File: src/design/let_pkg.sv
// ----------------------------------------------------------------------------
// let_pkg
// shared types and constants of the lease expiry tracker
// ----------------------------------------------------------------------------
package let_pkg;

  localparam int TIME_W = 63;
  localparam int SLOT_W = 8;
  localparam logic [TIME_W-1:0] T_NEVER = {TIME_W{1'b1}};

  typedef enum logic [2:0] {
    CMD_CREATE     = 3'd0,
    CMD_REGISTER   = 3'd1,
    CMD_UNREGISTER = 3'd2,
    CMD_RENEW      = 3'd3,
    CMD_SET_EXPIRY = 3'd4,
    CMD_CHECK      = 3'd5
  } cmd_t;

  typedef enum logic [1:0] {
    KIND_DONE    = 2'd0,
    KIND_EXPIRED = 2'd1,
    KIND_DELAY   = 2'd2
  } kind_t;

  typedef enum logic [2:0] {
    OP_NONE,
    OP_CREATE,
    OP_REGISTER,
    OP_UNREGISTER,
    OP_RENEW,
    OP_SET,
    OP_VISIT
  } op_t;

  typedef enum logic {
    ST_IDLE,
    ST_SCAN
  } state_t;

  typedef struct packed {
    op_t               op;
    logic [SLOT_W-1:0] idx;
    logic [TIME_W-1:0] tv;
    logic [TIME_W-1:0] dur;
  } cell_req_t;

  typedef struct packed {
    logic              found;
    logic [TIME_W-1:0] chk;
    logic [TIME_W-1:0] tend;
    logic [SLOT_W-1:0] idx;
  } cand_t;

endpackage

File: src/design/let_cell.sv
// ----------------------------------------------------------------------------
// let_cell
// one lease slot: applies addressed requests and passes the earliest
// scheduled candidate on to its neighbor
// ----------------------------------------------------------------------------
module let_cell #(
  parameter logic [7:0] IDX = 8'd0
) (
  input  logic               clk,
  input  logic               rst_n,
  input  let_pkg::cell_req_t req,
  input  let_pkg::cand_t     cand_in,
  output let_pkg::cand_t     cand_out
);
  import let_pkg::*;

  logic [TIME_W-1:0] dur_r, dur_nxt;
  logic [TIME_W-1:0] end_r, end_nxt;
  logic [TIME_W-1:0] chk_r, chk_nxt;
  logic              sch_r, sch_nxt;
  cand_t             cand_r, cand_nxt;
  logic [TIME_W:0]   sum;
  logic [TIME_W-1:0] tnew;
  logic              hit;

  assign hit  = (req.idx == IDX);
  assign sum  = {1'b0, req.tv} + {1'b0, dur_r};
  assign tnew = sum[TIME_W] ? T_NEVER : sum[TIME_W-1:0];

  always_comb begin
    dur_nxt = dur_r;
    end_nxt = end_r;
    chk_nxt = chk_r;
    sch_nxt = sch_r;
    if (hit) begin
      case (req.op)
        OP_CREATE: begin
          dur_nxt = req.dur;
          end_nxt = req.tv;
          sch_nxt = 1'b0;
        end
        OP_REGISTER: begin
          chk_nxt = end_r;
          sch_nxt = (end_r != T_NEVER);
        end
        OP_UNREGISTER: sch_nxt = 1'b0;
        OP_RENEW: begin
          if (tnew > end_r && req.tv < end_r) end_nxt = tnew;
        end
        OP_SET: begin
          end_nxt = req.tv;
          if (sch_r) begin
            if (req.tv < chk_r) chk_nxt = req.tv;
          end else if (req.tv != T_NEVER) begin
            chk_nxt = req.tv;
            sch_nxt = 1'b1;
          end
        end
        OP_VISIT: begin
          chk_nxt = end_r;
          sch_nxt = (req.tv < end_r) && (end_r != T_NEVER);
        end
        default: ;
      endcase
    end
  end

  always_comb begin
    cand_nxt = cand_in;
    if (sch_r && (!cand_in.found || chk_r < cand_in.chk)) begin
      cand_nxt.found = 1'b1;
      cand_nxt.chk   = chk_r;
      cand_nxt.tend  = end_r;
      cand_nxt.idx   = IDX;
    end
  end

  always_ff @(posedge clk) begin
    dur_r <= dur_nxt;
    end_r <= end_nxt;
    chk_r <= chk_nxt;
    if (!rst_n) begin
      sch_r  <= 1'b0;
      cand_r <= '0;
    end else begin
      sch_r  <= sch_nxt;
      cand_r <= cand_nxt;
    end
  end

  assign cand_out = cand_r;

endmodule

File: config.mk
export PLATFORM = sky130hd
export DESIGN_NAME = let_cell
export DESIGN_NICKNAME = d
export VERILOG_FILES = /design/src/design/let_pkg.sv /design/src/design/let_cell.sv
export SDC_FILE = /design/constraint.sdc
export NUM_CORES = 1
export LEC_CHECK = 0
export ABC_AREA = 1
export BUFFER_PORTS_ARGS = -buffer_cell sky130_fd_sc_hd__buf_4
export CAP_MARGIN = 25
export CORE_ASPECT_RATIO = 2
export CORE_MARGIN = 8
export CORE_UTILIZATION = 59
export DETAILED_ROUTE_END_ITERATION = 8
export PLACE_DENSITY_LB_ADDON = 0.25
export SYNTH_ARGS = -nofsm -noshare
export SYNTH_HDL_FRONTEND = slang
export SYNTH_SLANG_ARGS = --single-unit
File: constraint.sdc
create_clock -name clk -period 9.2 [get_ports clk]
set_input_delay 0.92 -clock clk [delete_from_list [all_inputs] [get_ports clk]]
set_output_delay 0.92 -clock clk [all_outputs]
set_load 0.02 [all_outputs]
==> results by group, run 1 <==
Critical path
  – CP dominant cell by count: nand2_1
  – Crit path from: req[76]
  – Slowest cell on crit path: o21ai_4
  – Worst EP arrival: about 6.7 ns
  – Critical path class: in -> reg
  – Largest delay share family, worst path: compound AO/OA/AOI/OAI gates
  – R2r setup slk: 2.85 ns
  – Worst setup path endpoint: end_r[0]$_DFFE_PP_
  – Crit end category: flop
  – Crit-path max cell delay: ~0.73 ns
  – RR Endpoint: end_r[0]$_DFFE_PP_
  – Number of cells on the critical path: 25
  – Worst Reg-to-Reg Cells: 24
  – CP required: 9.46 ns
  – Reg-to-reg startpoint: dur_r[13]$_DFFE_PP_
  – Worst path bufs/invs: 6
  – Startpoint types: primary input
  – Crit path max fanout: 41

STA
  – RSZ-0062 raised after global routing: no
  – Worst-Margin Slew: between 0.9 and 1 ns
  – Setup TNS Final: 0 ns
  – Final hold viol count: 0
  – Min Tclk post-route: between 6 and 7 ns
  – Slew Limit Fails: 0
  – Setup Skew: between 0.015 and 0.02 ns
  – Count of final setup violators: 0
  – Fin worst setup slack: approximately 2.8 ns
  – Fmax: ~160 MHz
  – Relative slew slack: 34.39%
  – Final worst-path cycle share: 69.46%

Status
  – Outcome: finished with violations
  – Violated checks: design-rule violations

Floorplanning
  – Std-Cell Core Area: ~43000 um^2
  – Die X: around 160 um
  – Die height: approximately 310 um
  – Initial Utilization: 59.49%
  – DIE AREA: just over 50000 um^2
  – Cell Rows: between 100 and 150
  – IO Pins: slightly above 400

Detailed routing
  – Vias post-DR: 26760
  – Router iterations before antenna repair: 9
  – Routed WL: between 90 and 100 mm
  – DR vias/cell: a little under 6
  – DRT iter0 DRCs: approximately 3300
  – Detail Route Antenna Nets: 0
  – Drt wl/cell: between 20 and 25 um
  – # DRC: 1

Logic synthesis
  – #FFs+latches synth: between 300 and 400
  – Mapped Nets: ~4300
  – Sequential element share of the synthesized area: 32.75%
  – Yosys top cell area share: between 20% and 30%
  – Warnings, synthesis: 0
  – Area leader, netlist: edfxtp_1
  – Yosys cell types: 47
  – Syn Area/Cell: between 6 and 7 um^2
  – Synth Instances: 3696
  – Mapped Area: 25640 um^2
  – Synth top area cells: edfxtp_1 22%, nand2_1 16%, ha_1 15%

Placement
  – PortBufs: roughly 410
  – Pre-CTS setup slack: around 2.4 ns
  – Final GP Congestion: between 1 and 1.5
  – Post-DP HPWL: just under 80 mm

Global route
  – Vias in the first global route: roughly 26000
  – Total GRT Usage: a little under two fifths
  – Grt total ovfl: 0
  – Global-route wire length before repair: about 150 mm
  – Largest net degree at the start of global routing: between 100 and 150
  – Number of antenna violations at the first check in global routing: 2

Power and ir drop
  – Max VDD drop: about 150 uV
  – Pwr Density: 122.6 nW/um^2
  – P_leak: ~16 nW

Clock tree
  – Clk sinks: between 300 and 400
  – # resized after CTS: 0
  – Clock Pin Slew Worst Setup and Hold Paths: about 0.070 ns
  – CTS tree: yes
  – Clk_lat worst skew: 0.62 ns
  – Cts bufs inserted: 30
  – CTS H-Tree Depth: 1
  – Clk buf depth: 3
  – Clock Tree Root: clkbuf_16
  – Post-CTS Setup Bufs: 0
  – CTS Hold Bufs: 0

Cells and area
  – Layout Area Growth over Synthesis: 17.60%
  – Utilization after layout: 69.96%
  – NumNets Final: between 4000 and 5000
  – Most frequent cells in the layout: 1118 x nand2_1, 592 x inv_1, 419 x buf_4
  – Fillers: 3310
  – Commonest non-fill, non-tap cell in the layout: nand2_1
  – Layout cell share with drive strength beyond 1: between 10% and 20%

Job
  – Max Cap Viol: 0

Worst hold path
  – Path type of the worst min-delay path: in -> reg
[registers in the layout (all words and copies together) (netlist names)]
register and cells:
cand_out 135, sch_r 1, chk_r 63, dur_r 63
end_r 63
[layer usage]
metal  wire [um]  global-route usage [%]  share of wire [%]  vias to the layer above
li1            -                       -                  -                    12640
met3        9495                   7.351                9.6                      387
met2       45710                   61.92                 46                     1722
met4        8472                   27.40                8.6                        2
met1       35200                   42.26                 36                    12010
met5          14                       0              0.014                        -
[synthesized netlist by cell type, drive strengths merged]
cell	number
a21boi	2
a21o	6
a21oi	303
and2	1
and3	1
and3b	1
buf	37
clkbuf	65
clkinv	3
dfxtp	136
edfxtp	189
fa	1
ha	312
inv	615
nand2	1146
nand3	237
nand3b	1
nand4	61
nor2	335
nor3	18
nor3b	1
nor4	20
o211ai	1
o21a	11
o21ai	149
o21bai	14
or2	1
xnor2	8
xor2	21
[kinds of logic (layout without fill, tap and decap cells)]
family,Yosys count,after routing,synth area share [%]
other,0,1,0
XOR/XNOR,29,29,0.9906
AO/OA/AOI/OAI,486,486,10.02
flip-flops,325,325,32.75
adder cells (fa/ha/maj),313,313,15.30
buffers and inverters,720,1097,11.01
AND/OR/NAND/NOR,1823,1823,29.92
[cell type report]
cell class	instances	area, um^2	share of cell area [%]
diodes	1	2.502	0.008298
clock inverters	15	101.3	0.3361
well taps	550	688.2	2.282
inverters	618	2320	7.693
repair buffers	423	3256	10.80
flip-flops and latches	325	8402	27.86
clock buffers	41	915.9	3.037
multi-input cells	2651	14470	47.99
[report_power, final]
| group | leakage (nW) | internal (W) | total (W) | switching [W] |
|---|---|---|---|---|
| Sequential | 2.83 | 0.00158 | 0.00159 | 0.0000109 |
| Combinational | 12.6 | 0.000299 | 0.000803 | 0.000504 |
| Clock | 0.515 | 0.000703 | 0.00131 | 0.000605 |
| Total | 16.0 | 0.00258 | 0.00370 | 0.00112 |
[metrics by stage]
stage,total power (W),cells,hold slack (ns),cell area [um^2]
2_1_floorplan,0.002072,3696,0.5478,25640
3_3_place_gp,0.002364,4563,0.5648,29030
3_5_place_dp,0.002390,4563,0.5754,29030
4_1_cts,0.003680,4619,0.4559,30040
5_1_grt,0.003817,4624,0.4677,30160
6_report,0.003697,4624,0.4837,30160
[worst min-delay path by stage]
stage                             start             endpoint  slack (ns)  cells past startpoint
floorplan           end_r[10]$_DFFE_PP_  chk_r[10]$_DFFE_PP_        0.55                      2
global placement     end_r[5]$_DFFE_PP_   chk_r[5]$_DFFE_PP_        0.56                      2
detailed placement  end_r[15]$_DFFE_PP_  chk_r[15]$_DFFE_PP_        0.58                      2
CTS                             req[24]  dur_r[24]$_DFFE_PP_        0.46                      1
global route                    req[24]  dur_r[24]$_DFFE_PP_        0.47                      1
finish                          req[24]  dur_r[24]$_DFFE_PP_        0.48                      1
Note: power is estimated with default switching activity, not from simulation.
==> run 2: changes to the inputs <==
ABC_AREA = 0   (was 1)
CORE_UTILIZATION = 57   (was 59)
clock period = 6.2 ns   (was 9.2 ns; I/O delays follow)
==> run 2 against run 1 <==
The flow now finishes without violations. Area after synthesis down 13%. Utilization about the same. Synthesized cell count fell by 32%. Worst hold slack lost 0.28 ns. Global-route usage up 0.48 points. Register-to-register slack worse by 2.5 ns. First-iteration DRC count shrank 50%. Sequential cell count is the same. Die area decreased by 9.5%. Count of clock-buffer cells in the layout up 5. Critical endpoint is now end_r[9]$_DFFE_PP_.
==> results by group, run 2 <==
Floorplanning
  – Initial Utilization: 57.67% (-1.8 points)
  – Die height: 295.3 um (-5.0%)
  – IO Pins: 409 (unchanged)
  – DIE AREA: 45950 um^2 (-9.5%)
  – Std-Cell Core Area: 38540 um^2 (-11%)
  – Cell Rows: 102 (-5.6%)
  – Die X: 155.6 um (-4.8%)

STA
  – RSZ-0062 raised after global routing: no
  – Setup Skew: 0.02502 ns (+0.005241 ns)
  – Setup TNS Final: 0 ns (unchanged)
  – Relative slew slack: 22.83% (-12 points)
  – Final worst-path cycle share: a little over nine tenths
  – Fmax: between 150 and 200 MHz
  – Count of final setup violators: 0 (unchanged)
  – Slew Limit Fails: 0 (unchanged)
  – Final hold viol count: 0 (unchanged)
  – Worst-Margin Slew: 1.143 ns (+0.1674 ns)
  – Min Tclk post-route: 5.883 ns
  – Hold slack final: 0.2039 ns (-0.2798 ns)

Clock tree
  – Clock Tree Root: clkbuf_16
  – CTS tree: yes
  – Clk sinks: 325 (unchanged)
  – Clk buf depth: 3 (unchanged)
  – Clk_lat worst skew: 0.59 ns (-0.03 ns)
  – Clock Pin Slew Worst Setup and Hold Paths: 0.07 ns (about the same)
  – Post-CTS Setup Bufs: 0 (unchanged)
  – Cts bufs inserted: 29 (-3.3%)
  – # resized after CTS: 0 (unchanged)
  – CTS H-Tree Depth: 1 (unchanged)
  – CTS Hold Bufs: 0 (unchanged)

Power and ir drop
  – Sequential Power Share: 45.2% (+2.3 points)
  – Max VDD drop: 251.1 uV (+68%)
  – Sw Pwr: 0.001471 W (+31%)
  – Sw frac: 28.29% (-2.0 points)
  – Clock power share: 33.7% (-1.7 points)
  – Pwr Density: 192.9 nW/um^2 (+57%)
  – Logic gate share of total power: 21.1% (-0.6 points)
  – Int Pwr: 0.003728 W (+45%)
  – P_leak: 12.57 nW (-21%)

Logic synthesis
  – Mapped Area: 22230 um^2 (-13%)
  – Mapped Nets: 3103 (-28%)
  – Area leader, netlist: edfxtp_1
  – Yosys top cell area share: 25.53% (+3.4 points)
  – #FFs+latches synth: 325 (unchanged)
  – Sequential element share of the synthesized area: 37.78% (+5.0 points)
  – Synth top area cells: edfxtp_1 26%, ha_1 18%, dfxtp_1 12%
  – Synth Instances: 2516 (-32%)
  – Syn Area/Cell: 8.834 um^2 (+27%)
  – Top_reg_cell synth: edfxtp_1
  – Post-synth EDFFs: 189 (unchanged)
  – Most frequent cell after synthesis: nand2_1
  – Post-synth top cells: 335 x nand2_1, 312 x ha_1, 205 x inv_1
  – Asr flop ratio synth: 0% (unchanged)
  – Yosys cell types: 69 (+47%)
  – Warnings, synthesis: 0 (unchanged)

Placement
  – PortBufs: 408 (unchanged)
  – Post-DP HPWL: 72.09 mm (-8.4%)
  – Final GP Congestion: 1.028 (+0.97%)

Critical path
  – Crit end category: flop
  – Worst Reg-to-Reg Cells: 22 (-8.3%)
  – Worst EP arrival: 6.15 ns (-0.50 ns)
  – R2r setup slk: 0.32 ns (-2.53 ns)
  – CP required: 6.46 ns (-3.00 ns)
  – Startpoint types: flop
  – Critical path class: reg -> reg
  – Crit path max fanout: 30 (-27%)

Detailed routing
  – Router iterations before antenna repair: 7 (-2)
  – DRT iter0 DRCs: 1618 (-50%)
  – Drt wl/cell: 26.05 um (+22%)
  – Vias post-DR: 21750 (-19%)
  – # DRC: 0 (-1)
  – Routed WL: 89.68 mm (-9.3%)
  – Detail Route Antenna Nets: 0 (unchanged)
  – DR vias/cell: 6.317 (+9.2%)

Global route
  – Number of antenna violations at the first check in global routing: 4 (+2)
  – Grt total ovfl: 0 (unchanged)
  – Total GRT Usage: 38.07% (+0.48 points)
  – Largest net degree at the start of global routing: 110 (-24%)
  – Vias in the first global route: 22520 (-14%)
  – Global-route wire length before repair: 131.7 mm (-11%)

Job
  – Max Cap Viol: 0 (unchanged)

Worst hold path
  – Hold Crit Depth: 1 (unchanged)
  – Path type of the worst min-delay path: in -> reg

Cells and area
  – Commonest non-fill, non-tap cell in the layout: buf_4
  – Utilization after layout: 69.94% (about the same)
  – Layout Area Growth over Synthesis: 21.27%
  – NumNets Final: 3484 (-25%)
  – Number of flip-flops in the largest register: 135 (unchanged)
  – Most frequent cells in the layout: 456 x buf_4, 335 x nand2_1, 312 x ha_1
  – Layout cell share with drive strength beyond 1: 19.18% (+5.3 points)

Status
  – Outcome: finished, final reports clean
## run 2: cell types whose count changed in the layout (fill, tap and decap cells not counted), moves of 46 or more
cell | before | now
a31oi_1 | 0 | 46
o21ai_1 | 14 | 101
nor2_1 | 324 | 95
a21oi_1 | 298 | 148
a21o_1 | 6 | 104
inv_1 | 592 | 205
nand2_1 | 1118 | 335
nand3_1 | 225 | 147
## run 2: routing by layer
layer,part of all wire [%],global-route usage [%],routed length [um],vias to the layer above
met2,51,68.90,45550,1276
li1,-,-,-,9881
met3,7.9,7.933,7065,430
met5,0.017,0,15,-
met1,31,34.55,27390,10160
met4,11,36.25,9661,2
## run 2: power by group through the flow
stage / logic, W / registers, W / clock network, W
CTS: 0.00108 / 0.00235 / 0.00175
global placement: 0.00103 / 0.00240 / 0
global route: 0.00118 / 0.00235 / 0.00182
finish: 0.00110 / 0.00235 / 0.00175
floorplan: 0.000525 / 0.00246 / 0
detailed placement: 0.00107 / 0.00240 / 0
## run 2: layout make-up
type,instances,area (um^2)
well taps,520,650.6
flip-flops and latches,325,8398
clock inverters,7,35.03
inverters,205,769.5
fillers,2964,11590
diodes,4,10.01
clock buffers,46,845.8
multi-input cells,1870,12630
repair buffers,466,3616
## run 2: worst paths after layout
check,from,endpoint
setup reg to reg,dur_r[0]$_DFFE_PP_,end_r[9]$_DFFE_PP_
setup / recovery,dur_r[0]$_DFFE_PP_,end_r[9]$_DFFE_PP_
hold reg to reg,chk_r[7]$_DFFE_PP_,cand_out[78]$_SDFF_PN0_
hold / removal,req[19],dur_r[19]$_DFFE_PP_
## run 2: through the flow
step	instance area [um^2]	total power, W	cells	setup WS (ns)
final	26960	0.005199	3443	0.3172
after global routing	26950	0.005357	3441	0.1054
after CTS	26950	0.005183	3439	0.3576
after detailed placement	26070	0.003466	3386	0.0009397
after global placement	26030	0.003431	3384	0.1870
after floorplan	22340	0.002982	2516	0.006026
## run 2: kinds of logic (layout without fill, tap and decap cells)
group                      Yosys count  after routing  share of synthesized area, %
AOI/OAI and AO/OA                  675            675                         18.38
and+or+nand+nor                    806            806                         17.01
DFF                                325            325                         37.78
muxes                               16             16                        0.8106
adders and majority gates          313            313                         17.65
xor gates and xnor gates            60             60                         2.364
other                                0              4                             0
buffers and inverters              321            724                         6.006
## run 2: critical path, cell delays in order (launching register included)
cell,delay [ns]
edfxtp_1,0.33
ha_1,0.20
inv_1,0.07
fa_1,0.40
nor2b_1,0.18
o211ai_1,0.16
a31o_2,0.33
a2111oi_2,0.42
o211a_1,0.27
o22ai_2,0.14
o21ai_2,0.33
a21oi_1,0.15
xor2_1,0.27
nand2_1,0.09
ha_1,0.30
nand4_1,0.12
nor3_2,0.27
nand4_1,0.17
nand3b_1,0.25
nor4_2,0.27
a2111oi_2,0.15
o32ai_4,0.40
buf_12,0.28
